$ cat src/irm_pkg.sv
// irm_pkg: shared constants, codes and controller/datapath interface types
// for the interval range map. No dependencies.
package irm_pkg;

   // default sizes
   localparam int DEF_TABLE_DEPTH = 64;
   localparam int DEF_KEY_BITS    = 16;
   localparam int DEF_VALUE_BITS  = 8;

   // command codes
   localparam logic CMD_ASSIGN = 1'b0;
   localparam logic CMD_LOOKUP = 1'b1;

   // response status codes
   localparam logic [1:0] STAT_DONE  = 2'd0;
   localparam logic [1:0] STAT_EMPTY = 2'd1;
   localparam logic [1:0] STAT_FULL  = 2'd2;

   // controller -> datapath
   typedef struct packed {
      logic start;    // latch request, reset scan
      logic read;     // issue table read, advance index
      logic step;     // consume the entry just read
      logic ins_b;    // resolve begin breakpoint
      logic ins_e;    // resolve end breakpoint
      logic finish;   // load response, commit table
   } cmd_type;

   // datapath -> controller
   typedef struct packed {
      logic empty_range;
      logic is_lookup;
      logic table_empty;
      logic last_entry;
      logic key_ge_b;
      logic key_gt_e;
      logic begin_done;
      logic end_done;
      logic rsp_busy;
   } stat_type;

endpackage

$ cat src/irm_ctrl.sv
// irm_ctrl: sequencing state machine for the interval range map scan.
// Depends on irm_pkg.
module irm_ctrl
   import irm_pkg::*;
(
   input  logic     clock,
   input  logic     reset,
   input  logic     req_valid,
   output logic     req_ready,
   input  stat_type stat,
   output cmd_type  cmd
);

   localparam logic [2:0] S_IDLE = 3'd0;
   localparam logic [2:0] S_CHK  = 3'd1;
   localparam logic [2:0] S_READ = 3'd2;
   localparam logic [2:0] S_EVAL = 3'd3;
   localparam logic [2:0] S_TAIL = 3'd4;
   localparam logic [2:0] S_INSB = 3'd5;
   localparam logic [2:0] S_INSE = 3'd6;
   localparam logic [2:0] S_FIN  = 3'd7;

   logic [2:0] state_ff, state_in;
   logic       ret_tail_ff, ret_tail_in;

   // next state and commands
   always_comb begin
      state_in    = state_ff;
      ret_tail_in = ret_tail_ff;
      cmd         = '0;
      req_ready   = 1'b0;
      case (state_ff)
         S_IDLE: begin
            req_ready = 1'b1;
            if (req_valid) begin
               cmd.start = 1'b1;
               state_in  = S_CHK;
            end
         end
         S_CHK: begin
            if (stat.empty_range) state_in = S_FIN;
            else if (stat.table_empty) state_in = S_TAIL;
            else state_in = S_READ;
         end
         S_READ: begin
            cmd.read = 1'b1;
            state_in = S_EVAL;
         end
         S_EVAL: begin
            ret_tail_in = 1'b0;
            if (!stat.is_lookup && !stat.begin_done && stat.key_ge_b) begin
               state_in = S_INSB;
            end else if (!stat.end_done && stat.key_gt_e) begin
               state_in = S_INSE;
            end else begin
               cmd.step = 1'b1;
               state_in = stat.last_entry ? S_TAIL : S_READ;
            end
         end
         S_TAIL: begin
            ret_tail_in = 1'b1;
            if (!stat.is_lookup && !stat.begin_done) state_in = S_INSB;
            else if (!stat.end_done) state_in = S_INSE;
            else state_in = S_FIN;
         end
         S_INSB: begin
            cmd.ins_b = 1'b1;
            state_in  = ret_tail_ff ? S_TAIL : S_EVAL;
         end
         S_INSE: begin
            cmd.ins_e = 1'b1;
            state_in  = ret_tail_ff ? S_TAIL : S_EVAL;
         end
         S_FIN: begin
            if (!stat.rsp_busy) begin
               cmd.finish = 1'b1;
               state_in   = S_IDLE;
            end
         end
         default: state_in = S_IDLE;
      endcase
   end

   always_ff @(posedge clock) begin
      if (reset) begin
         state_ff    <= S_IDLE;
         ret_tail_ff <= 1'b0;
      end else begin
         state_ff    <= state_in;
         ret_tail_ff <= ret_tail_in;
      end
   end

endmodule

$ cat src/irm_dp.sv
// irm_dp: breakpoint table (two banks), scan registers and response register.
// Depends on irm_pkg; driven by irm_ctrl.
module irm_dp
   import irm_pkg::*;
#(
   parameter int TABLE_DEPTH = DEF_TABLE_DEPTH,
   parameter int KEY_BITS    = DEF_KEY_BITS,
   parameter int VALUE_BITS  = DEF_VALUE_BITS
) (
   input  logic                  clock,
   input  logic                  reset,
   input  cmd_type               cmd,
   output stat_type              stat,
   input  logic                  req_command,
   input  logic [KEY_BITS-1:0]   req_range_start,
   input  logic [KEY_BITS-1:0]   req_range_stop,
   input  logic [VALUE_BITS-1:0] req_new_value,
   input  logic [KEY_BITS-1:0]   req_probe_key,
   output logic                  rsp_valid,
   input  logic                  rsp_ready,
   output logic [VALUE_BITS-1:0] rsp_found_value,
   output logic [1:0]            rsp_status,
   input  logic                  csr_write_enable,
   input  logic [VALUE_BITS-1:0] csr_write_data
);

   localparam int AW = $clog2(TABLE_DEPTH);
   localparam int MW = $clog2(2 * TABLE_DEPTH);
   localparam int CW = $clog2(TABLE_DEPTH + 1);
   localparam int NW = $clog2(TABLE_DEPTH + 3);

   // two banks: live one read, the other rebuilt
   logic [KEY_BITS-1:0]   key_mem [2*TABLE_DEPTH];
   logic [VALUE_BITS-1:0] val_mem [2*TABLE_DEPTH];

   logic [VALUE_BITS-1:0] base_ff;
   logic                  bank_ff;
   logic [CW-1:0]         count_ff;
   logic [CW-1:0]         idx_ff;
   logic [NW-1:0]         n_ff;
   logic                  lookup_ff, empty_ff, bdone_ff, edone_ff;
   logic [KEY_BITS-1:0]   b_ff, e_ff;
   logic [VALUE_BITS-1:0] v_ff, cur_v_ff, end_v_ff;
   logic [KEY_BITS-1:0]   rd_key_ff;
   logic [VALUE_BITS-1:0] rd_val_ff;
   logic                  rsp_valid_ff;
   logic [VALUE_BITS-1:0] rsp_value_ff;
   logic [1:0]            rsp_status_ff;

   logic                  copy, wr_en, overflow, n_room;
   logic [MW-1:0]         rd_addr, wr_addr;
   logic [KEY_BITS-1:0]   wr_key;
   logic [VALUE_BITS-1:0] wr_val;

   // write selection
   always_comb begin
      copy    = !lookup_ff && (!bdone_ff || edone_ff);
      n_room  = n_ff < NW'(TABLE_DEPTH);
      wr_key  = rd_key_ff;
      wr_val  = rd_val_ff;
      wr_en   = 1'b0;
      if (cmd.ins_b) begin
         wr_key = b_ff;
         wr_val = v_ff;
         wr_en  = cur_v_ff != v_ff;
      end else if (cmd.ins_e) begin
         wr_key = e_ff;
         wr_val = cur_v_ff;
         wr_en  = !lookup_ff && (cur_v_ff != v_ff);
      end else if (cmd.step) begin
         wr_en  = copy;
      end
      overflow = n_ff > NW'(TABLE_DEPTH);
      rd_addr  = MW'(idx_ff[AW-1:0]) + (bank_ff ? MW'(TABLE_DEPTH) : '0);
      wr_addr  = MW'(n_ff[AW-1:0]) + (bank_ff ? '0 : MW'(TABLE_DEPTH));
   end

   // table memory
   always_ff @(posedge clock) begin
      if (wr_en && n_room) begin
         key_mem[wr_addr] <= wr_key;
         val_mem[wr_addr] <= wr_val;
      end
      if (cmd.read) begin
         rd_key_ff <= key_mem[rd_addr];
         rd_val_ff <= val_mem[rd_addr];
      end
   end

   // request and scan registers
   always_ff @(posedge clock) begin
      if (cmd.start) begin
         lookup_ff <= req_command == CMD_LOOKUP;
         empty_ff  <= (req_command == CMD_ASSIGN) && !(req_range_start < req_range_stop);
         b_ff      <= req_range_start;
         e_ff      <= (req_command == CMD_LOOKUP) ? req_probe_key : req_range_stop;
         v_ff      <= req_new_value;
         cur_v_ff  <= base_ff;
         end_v_ff  <= base_ff;
         bdone_ff  <= req_command == CMD_LOOKUP;
         edone_ff  <= 1'b0;
      end else begin
         if (cmd.step) cur_v_ff <= rd_val_ff;
         if (cmd.ins_b) bdone_ff <= 1'b1;
         if (cmd.ins_e) begin
            edone_ff <= 1'b1;
            end_v_ff <= cur_v_ff;
         end
      end
   end

   // control registers
   always_ff @(posedge clock) begin
      if (reset) begin
         base_ff       <= '0;
         bank_ff       <= 1'b0;
         count_ff      <= '0;
         idx_ff        <= '0;
         n_ff          <= '0;
         rsp_valid_ff  <= 1'b0;
         rsp_value_ff  <= '0;
         rsp_status_ff <= STAT_DONE;
      end else begin
         if (csr_write_enable) base_ff <= csr_write_data;
         if (cmd.start) begin
            idx_ff <= '0;
            n_ff   <= '0;
         end else begin
            if (cmd.read) idx_ff <= idx_ff + 1'b1;
            if (wr_en) n_ff <= n_ff + 1'b1;
         end
         if (rsp_ready) rsp_valid_ff <= 1'b0;
         if (cmd.finish) begin
            rsp_valid_ff <= 1'b1;
            rsp_value_ff <= lookup_ff ? end_v_ff : '0;
            if (lookup_ff) rsp_status_ff <= STAT_DONE;
            else if (empty_ff) rsp_status_ff <= STAT_EMPTY;
            else if (overflow) rsp_status_ff <= STAT_FULL;
            else begin
               rsp_status_ff <= STAT_DONE;
               bank_ff       <= !bank_ff;
               count_ff      <= CW'(n_ff);
            end
         end
      end
   end

   // status to controller
   always_comb begin
      stat.empty_range = empty_ff;
      stat.is_lookup   = lookup_ff;
      stat.table_empty = count_ff == '0;
      stat.last_entry  = idx_ff == count_ff;
      stat.key_ge_b    = rd_key_ff >= b_ff;
      stat.key_gt_e    = rd_key_ff > e_ff;
      stat.begin_done  = bdone_ff;
      stat.end_done    = edone_ff;
      stat.rsp_busy    = rsp_valid_ff && !rsp_ready;
   end

   assign rsp_valid       = rsp_valid_ff;
   assign rsp_found_value = rsp_value_ff;
   assign rsp_status      = rsp_status_ff;

endmodule

$ cat src/interval_range_map.sv
// Interval range map: sorted breakpoint table, range assign and key lookup.
// Each stored breakpoint is read and then evaluated, one entry at a time, plus
// a resolve step per range boundary (two on assign, one on lookup).
// An empty range skips the scan. One transaction at a time; the next request
// is accepted once the response is loaded; a held response stalls it.
// Reset empties the table and clears base_value; table RAM is not cleared.
module interval_range_map
   import irm_pkg::*;
#(
   parameter int TABLE_DEPTH = DEF_TABLE_DEPTH,
   parameter int KEY_BITS    = DEF_KEY_BITS,
   parameter int VALUE_BITS  = DEF_VALUE_BITS
) (
   input  logic                  clock,
   input  logic                  reset,
   input  logic                  req_valid,
   output logic                  req_ready,
   input  logic                  req_command,
   input  logic [KEY_BITS-1:0]   req_range_start,
   input  logic [KEY_BITS-1:0]   req_range_stop,
   input  logic [VALUE_BITS-1:0] req_new_value,
   input  logic [KEY_BITS-1:0]   req_probe_key,
   output logic                  rsp_valid,
   input  logic                  rsp_ready,
   output logic [VALUE_BITS-1:0] rsp_found_value,
   output logic [1:0]            rsp_status,
   input  logic                  csr_write_enable,
   input  logic [VALUE_BITS-1:0] csr_write_data
);

   cmd_type  cmd;
   stat_type stat;

   irm_ctrl u_ctrl (
      .clock     (clock),
      .reset     (reset),
      .req_valid (req_valid),
      .req_ready (req_ready),
      .stat      (stat),
      .cmd       (cmd)
   );

   irm_dp #(
      .TABLE_DEPTH (TABLE_DEPTH),
      .KEY_BITS    (KEY_BITS),
      .VALUE_BITS  (VALUE_BITS)
   ) u_dp (
      .clock            (clock),
      .reset            (reset),
      .cmd              (cmd),
      .stat             (stat),
      .req_command      (req_command),
      .req_range_start  (req_range_start),
      .req_range_stop   (req_range_stop),
      .req_new_value    (req_new_value),
      .req_probe_key    (req_probe_key),
      .rsp_valid        (rsp_valid),
      .rsp_ready        (rsp_ready),
      .rsp_found_value  (rsp_found_value),
      .rsp_status       (rsp_status),
      .csr_write_enable (csr_write_enable),
      .csr_write_data   (csr_write_data)
   );

`ifndef SYNTHESIS
   // a transaction in flight blocks the next one
   a_busy_after_accept: assert property (@(posedge clock) disable iff (reset)
      req_valid && req_ready |=> !req_ready)
      else $error("request accepted while scan in progress");

   // a pending response holds until taken
   a_rsp_hold: assert property (@(posedge clock) disable iff (reset)
      rsp_valid && !rsp_ready |=> rsp_valid && $stable(rsp_found_value)
         && $stable(rsp_status))
      else $error("response changed before it was taken");

   // a response with a nonzero value never reports an error status
   a_lookup_status: assert property (@(posedge clock) disable iff (reset)
      rsp_valid && rsp_found_value != '0 |-> rsp_status == STAT_DONE)
      else $error("nonzero value with error status");
`endif

endmodule
$ cat config.mk
export PLATFORM = sky130hd
export DESIGN_NAME = interval_range_map
export DESIGN_NICKNAME = d
export VERILOG_FILES = /design/src/irm_pkg.sv /design/src/irm_ctrl.sv /design/src/irm_dp.sv /design/src/interval_range_map.sv
export SDC_FILE = /design/constraint.sdc
export NUM_CORES = 2
export LEC_CHECK = 0
export ABC_AREA = 0
export BUFFER_PORTS_ARGS = -buffer_cell sky130_fd_sc_hd__buf_4
export CORE_ASPECT_RATIO = 0.5
export CORE_MARGIN = 1.5
export CORE_UTILIZATION = 45
export CTS_CLUSTER_DIAMETER = 200
export CTS_CLUSTER_SIZE = 14
export DETAILED_ROUTE_END_ITERATION = 7
export HOLD_SLACK_MARGIN = 0.1
export PLACE_DENSITY_LB_ADDON = 0.25
export SYNTH_ARGS = -nofsm -noshare
export SYNTH_HDL_FRONTEND = slang
export SYNTH_SLANG_ARGS = --single-unit
$ cat constraint.sdc
create_clock -name clock -period 7.8 [get_ports clock]
set_clock_uncertainty 0.05 [all_clocks]
set_input_delay 0.78 -clock clock [delete_from_list [all_inputs] [get_ports clock]]
set_output_delay 0.78 -clock clock [all_outputs]
set_load 0.05 [all_outputs]
After elaboration in Yosys (flattened, before gate mapping)
Memories as Yosys holds them, arrays and structs flattened. A register that Yosys moved wholly into a read port is not among the register bits.
Index checks and enable logic that the tools add are counted.
Widths: inputs -> output; s select.
{"block": "word_totals", "ramBits": 3072, "regBits": 105, "output_inout_bits": 12, "in_bits": 70, "elab_cells": 118, "memories": 2}
{"block": "op_classes", "bitwise_logic": 4, "n_mux": 47, "magnitude_cmp": 5, "n_eq_ne": 11, "n_reduce_logical": 26, "n_addsub": 4}
{"name": "u_dp.key_mem", "depth": 128, "word_bits": 16, "rd": 1, "rd_ports_with_merged_regs": 1, "write_ports": 1, "line_no": "irm_dp.sv:33", "text": "logic [KEY_BITS-1:0] key_mem [2*TABLE_DEPTH];"}
{"name": "u_dp.val_mem", "depth": 128, "word_bits": 8, "rd": 1, "rd_ports_with_merged_regs": 1, "write_ports": 1, "line_no": "irm_dp.sv:34", "text": "logic [VALUE_BITS-1:0] val_mem [2*TABLE_DEPTH];"}
{"op": "$mux 8", "n": 7}
{"op": "$mux 16", "n": 3}
{"op": "$mux 3", "n": 8}
{"op": "$mux 1", "n": 21}
{"op": "$pmux 3 s7", "n": 1}
{"op": "$ge 16x16->1", "n": 1}
{"op": "$gt 16x16->1", "n": 1}
{"op": "$lt 16x16->1", "n": 1}
{"op": "$add 6x7->7", "n": 2}
{"op": "$add 7x1->7 const B", "n": 2}
{"op": "$mux 7", "n": 2}
{"op": "$eq 3x3->1 const B", "n": 4}
{"op": "$reduce_bool 2->1", "n": 5}
{"op": "$logic_and 1x1->1", "n": 8}
{"op": "$mux 2", "n": 4}
{"op": "$ne 8x8->1", "n": 1}
{"op": "$eq 7x7->1", "n": 1}
{"op": "$gt 7x7->1 const B", "n": 1}
{"op": "$logic_not 7->1", "n": 1}
{"op": "$lt 7x7->1 const B", "n": 1}
{"op": "$eq 3x2->1 const B", "n": 2}
{"op": "$logic_not 1->1", "n": 6}
{"op": "$ne 2x2->1 const B", "n": 2}
{"op": "$not 1->1", "n": 4}
{"op": "other kinds (7)", "n": 8}

Longest topological paths before layout
{"block": "depth", "ltp_word": 11, "depth_mapped": 10}

Hierarchy
A second synthesis with hierarchy kept.
{"block": "hier_totals", "cells_unflattened": 5942, "hier_area_um2": 123951.4}
{"module": "irm_dp", "cells_each": 5890, "n_inst": 1, "area_per_inst_um2": 123572.3}
{"module": "irm_ctrl", "cells_each": 52, "n_inst": 1, "area_per_inst_um2": 379.1}

Worst setup path before layout
No wires, ideal clock.
{"block": "synth_path", "path_kind": "reg-to-reg", "from": "register u_ctrl.state_ff[1]", "to": "memory u_dp.key_mem[0][15] (netlist bit), data pin", "n_path_buf": 1, "period_less_slack_ns": 7.446, "t_arrival_ns": 6.200, "path_stages_with_launch": 7, "required_time_ns": 6.553, "path_slack_ns": 0.354, "cell_sequence": "dfxtp_1 nor2b_1 nand2_1 buf_1 nor2_1 a21oi_1 o21ai_0"}
{"block": "synth_via", "elab_chain_len": 4, "elab_cells_between_ends": 6}
{"element": "from (decl)", "line_no": "irm_ctrl.sv:23", "text": "logic [2:0] state_ff, state_in;"}
{"element": "from (signal assigned)", "line_no": "irm_ctrl.sv:89", "text": "state_ff <= state_in;"}
{"element": "$eq 3x3->1", "line_no": "irm_ctrl.sv:32", "text": "case (state_ff)"}
{"element": "$mux 1", "line_no": "irm_ctrl.sv:32"}
{"element": "$mux 16", "line_no": "irm_dp.sv:66", "text": "end else if (cmd.ins_e) begin"}
{"element": "$mux 16 *", "line_no": "irm_dp.sv:62", "text": "if (cmd.ins_b) begin"}
{"element": "via u_dp.wr_key[15]", "line_no": "irm_dp.sv:52", "text": "logic [KEY_BITS-1:0] wr_key;"}
{"element": "to (decl)", "line_no": "irm_dp.sv:33"}
Mark *: on every way through the listed nets, which the timed path passes. The rest lies on a longest branch.

Final worst setup path
{"block": "layout_path", "from": "register u_dp.rd_key_ff[7] (read register of u_dp.key_mem)", "to": "memory u_dp.val_mem[3][2] (netlist bit) (enable)"}
{"block": "layout_via", "elab_chain_len": 11, "elab_cells_between_ends": 13}
{"element": "from (decl)", "line_no": "irm_dp.sv:44", "text": "logic [KEY_BITS-1:0] rd_key_ff;"}
{"element": "$gt 16x16->1", "line_no": "irm_dp.sv:155", "text": "stat.key_gt_e = rd_key_ff > e_ff;"}
{"element": "$logic_and 1x1->1", "line_no": "irm_ctrl.sv:53", "text": "end else if (!stat.end_done && stat.key_gt_e) begin"}
{"element": "$mux 1", "line_no": "irm_ctrl.sv:53"}
{"element": "$mux 1 *", "line_no": "irm_ctrl.sv:51", "text": "if (!stat.is_lookup && !stat.begin_done && stat.key_ge_b) begin"}
{"element": "$mux 1 *", "line_no": "irm_ctrl.sv:32"}
{"element": "$mux 1 *", "line_no": "irm_dp.sv:70", "text": "end else if (cmd.step) begin"}
{"element": "$mux 1 *", "line_no": "irm_dp.sv:66"}
{"element": "$mux 1 *", "line_no": "irm_dp.sv:62"}
{"element": "$logic_and 1x1->1 *", "line_no": "irm_dp.sv:80", "text": "if (wr_en && n_room) begin"}
{"element": "$mux 1 *", "line_no": "irm_dp.sv:80"}
{"element": "$mux 1 (implied by the code) *", "line_no": "irm_dp.sv:82", "text": "val_mem[wr_addr] <= wr_val;"}
{"element": "to (decl)", "line_no": "irm_dp.sv:34"}
Mark *: on every way between the ends. The rest lies on a longest branch, timed or not.

==> flow_metrics.env <==
export IMPL_status="finished, final reports clean"
export IMPL_critPathKind="reg -> reg"
export IMPL_drive_gt1_share_pct=30.5
export IMPL_first_iter_violations=9220
export IMPL_finalWirelength_um=324000
export IMPL_dieHeight_um=374
export IMPL_hold_viol=0
export IMPL_dr_wl_met2_um=146000
export IMPL_register_area_um2=95700
export IMPL_cts_root_buf="clkbuf_16"
export IMPL_path_cells="ha_1 > a21oi_1 > o21ai_0 > a221o_1 > o311a_1 > o41ai_4 > nand2b_2 > buf_4 > nor2_2 > buf_4"
export IMPL_dr_pass1_iters=6
export IMPL_p_switching_mw=9.67
export IMPL_end_kind="flip-flop"
export IMPL_fmax_ghz=0.179
export IMPL_hpwl_um=204000
export IMPL_r2r_start="u_dp.rd_key_ff[7]"
export IMPL_cp_top_family="compound AO/OA/AOI/OAI gates"
export IMPL_grt_total_usage_pct=23.0
export IMPL_clk_latency_ns=0.85
export IMPL_ys_flop_type="edfxtp_1"
export IMPL_clock_sinks=3201
export IMPL_slowest_stage="o41ai_4"
export IMPL_num_vias=58567
export IMPL_antenna_found_initial=29
export IMPL_rows=135
export IMPL_die_x_um=745
export IMPL_grt_first_pass_wirelength_um=451000
export IMPL_yosysSeqAreaShare_pct=77.3
export IMPL_powerDensity_nw_per_um2=276
export IMPL_p_leak_nw=40.7
export IMPL_sequentialPowerShare_pct=53.9
export IMPL_syn_area_um2=124000
export IMPL_most_common_layout_cells="edfxtp_1 (3155), mux4_2 (983), clkbuf_16 (282), buf_4 (254), nand2_1 (156)"
export IMPL_coreArea_um2=272000
export IMPL_clockBufferDepth=4
export IMPL_layout_setup_ws_ns=2.22
export IMPL_async_flop_share_pct=0
export IMPL_regToRegSetupSlack_ns=2.22
export IMPL_drc=0
export IMPL_ys_types=47
export IMPL_min_path_type="in -> reg"
export IMPL_ff2ff_path_depth=10
export IMPL_fin_cells=9278
export IMPL_numCtsBuffers=270
export IMPL_start_util_pct=45.5
export IMPL_grt_pass1_vias=56982
export IMPL_wl_per_cell_um=34.9
export IMPL_ant_nets=0
export IMPL_grt_max_degree=150
export IMPL_wirelength_met1_um=136000
export IMPL_grt_overflow_total=0
export IMPL_post_cts_resized=0
export IMPL_worst_pin_slew_ns=1.28
export IMPL_ctsHtreeMaxLevel=5
export IMPL_ir_worst_vdd_mv=0.193
export IMPL_cp_max_fo=17
export IMPL_yosysWarnings=0
export IMPL_r2r_end="u_dp.val_mem[3][2]"
export IMPL_top_layer="met5"
export IMPL_required_ns=8.28
export IMPL_gp_congestion=0.902
export IMPL_syn2layout_area_growth_pct=11.3
export IMPL_p_total_mw=38.1
export IMPL_multi_input_area_um2=27700
export IMPL_slowest_delay_ns=0.89
export IMPL_clk_pin_slew_worst_paths_ns=0.07
export IMPL_fin_crit_ns=5.58
export IMPL_fill_cells=20849
export IMPL_pre_cts_ws_ns=2.37
export IMPL_ios=82
export IMPL_startpoint="u_dp.rd_key_ff[7]"
export IMPL_clockPowerShare_pct=32.3
export IMPL_slew_viol_final=0
export IMPL_drv_cap=0
export IMPL_syn_nets=5431
export IMPL_arrival_ns=6.06
export IMPL_post_route_period_util_pct=71.5
export IMPL_synth_edf_count=3155
export IMPL_final_util_pct=50.6
export IMPL_path_buf_inv=2
export IMPL_dp_cells=8923
export IMPL_die_area_um2=279000
export IMPL_wl_met3_um=33400
export IMPL_fin_setup_tns_ns=0
export IMPL_postSynthCellCount=5311
export IMPL_rsz0062_at_grt="false"
export IMPL_layout_commonest_cell="edfxtp_1"
export IMPL_viasPerCell=6.31
export IMPL_slew_headroom_pct=14.5
export IMPL_crit_cells=10
export IMPL_internal_power_mw=28.4
export IMPL_avgSynthCellArea_um2=23.3
export IMPL_path_common_cell="buf_4"
export IMPL_pwr_share_comb_pct=13.8
export IMPL_cp_endpoint="u_dp.val_mem[3][2]"
export IMPL_numPortBuffers=81
export IMPL_synth_seq_cells=3201
export IMPL_startpoint_type="flip-flop"
export IMPL_sw_frac_of_total_pct=25.4
export IMPL_setup_viol=0
export IMPL_cts_tree="yes"
export IMPL_finalNetCount=5704
[worst reg2reg max path: cells and delay by family (launching register included)]
family          cells  cell delay [ns]
compound gates      5             1.98
simple gates        2             1.47
buf+inv             2             0.95
flops               1             0.46
fa+ha+maj           1             0.37
[cell usage after synthesis, types with 9 or more instances]
| cell type | n | area [µm²] |
|---|---|---|
| mux2i_1 | 72 | 721 |
| o21a_1 | 26 | 195 |
| nand2b_1 | 10 | 62.6 |
| xnor2_1 | 16 | 140 |
| nor2_1 | 198 | 743 |
| a21oi_1 | 50 | 250 |
| a21o_1 | 9 | 67.6 |
| mux4_2 | 983 | 22100 |
| nor3_1 | 18 | 90.1 |
| a22oi_1 | 26 | 195 |
| ha_1 | 50 | 626 |
| inv_1 | 54 | 203 |
| nor2b_1 | 10 | 62.6 |
| edfxtp_1 | 3155 | 94700 |
| buf_2 | 72 | 360 |
| nand4_1 | 13 | 81.3 |
| dfxtp_1 | 46 | 921 |
| o21ai_0 | 54 | 270 |
| clkbuf_1 | 169 | 634 |
| buf_1 | 46 | 173 |
| nand3_1 | 23 | 115 |
| nand2_1 | 158 | 593 |
[power by group through the flow]
stage               clock network [mW]  registers (mW)  logic [mW]
global route                      13.0            20.5        5.51
detailed placement                   0            20.9        5.27
global placement                     0            20.9        5.10
CTS                               12.5            20.5        5.28
finish                            12.3            20.5        5.26
floorplan                            0            21.3        2.83
[cell type report]
type | instances | share of cell area (%)
antenna | 7 | 0.0127
timing repair buffer | 288 | 1.74
multi-input combinational | 1769 | 20.1
inverter | 54 | 0.147
clock buffer | 321 | 5.23
tap | 3630 | 3.30
sequential | 3201 | 69.4
clock inverter | 8 | 0.0763
[logic make-up (layout without fill, tap and decap cells)]
| kind of cell | Yosys count | after routing | share of synthesized area (%) |
|---|---|---|---|
| AOI/OAI and AO/OA | 186 | 186 | 0.946 |
| xor gates and xnor gates | 22 | 22 | 0.156 |
| adders and majority gates | 50 | 50 | 0.505 |
| buffers and inverters | 341 | 671 | 1.11 |
| DFF | 3201 | 3201 | 77.3 |
| muxes | 1059 | 1059 | 18.5 |
| other | 0 | 7 | 0 |
| and+or+nand+nor | 452 | 452 | 1.53 |
[flip-flops by register name, indices dropped and copies added (netlist names), 16 cells and up]
signal,cells
u_dp.rd_key_ff,16
u_dp.val_mem,1024
u_dp.e_ff,16
u_dp.b_ff,16
u_dp.key_mem,2048
[through the flow]
step	hold slack (ns)	cell area, µm²
6_report	0.151	138000
5_1_grt	0.107	138000
4_1_cts	0.101	138000
3_5_place_dp	0.402	130000
3_3_place_gp	0.399	130000
2_1_floorplan	0.397	124000
[metal layers]
metal	vias up	global-route usage, %
met5	-	0
met2	3218	34.0
met4	6	5.47
met3	407	4.77
met1	31969	35.6
li1	22967	-
[how the worst min path moves through the flow]
stage | from | to | cells after the start
global placement | u_dp.rsp_found_value[5] | u_dp.rsp_found_value[5] | 2
finish | csr_write_data[3] | u_dp.base_ff[3] | 3
detailed placement | u_dp.rsp_found_value[3] | u_dp.rsp_found_value[3] | 2
floorplan | u_dp.edone_ff | u_dp.edone_ff | 2
global route | req_range_start[13] | u_dp.b_ff[13] | 1
CTS | req_range_start[0] | u_dp.b_ff[0] | 1
[what timing repair did]
action	CTS	global route
buffers inserted	0	0
hold buffers	19	0
endpoints found under the hold margin	19	0
Note: power is estimated with default switching activity, not from simulation.
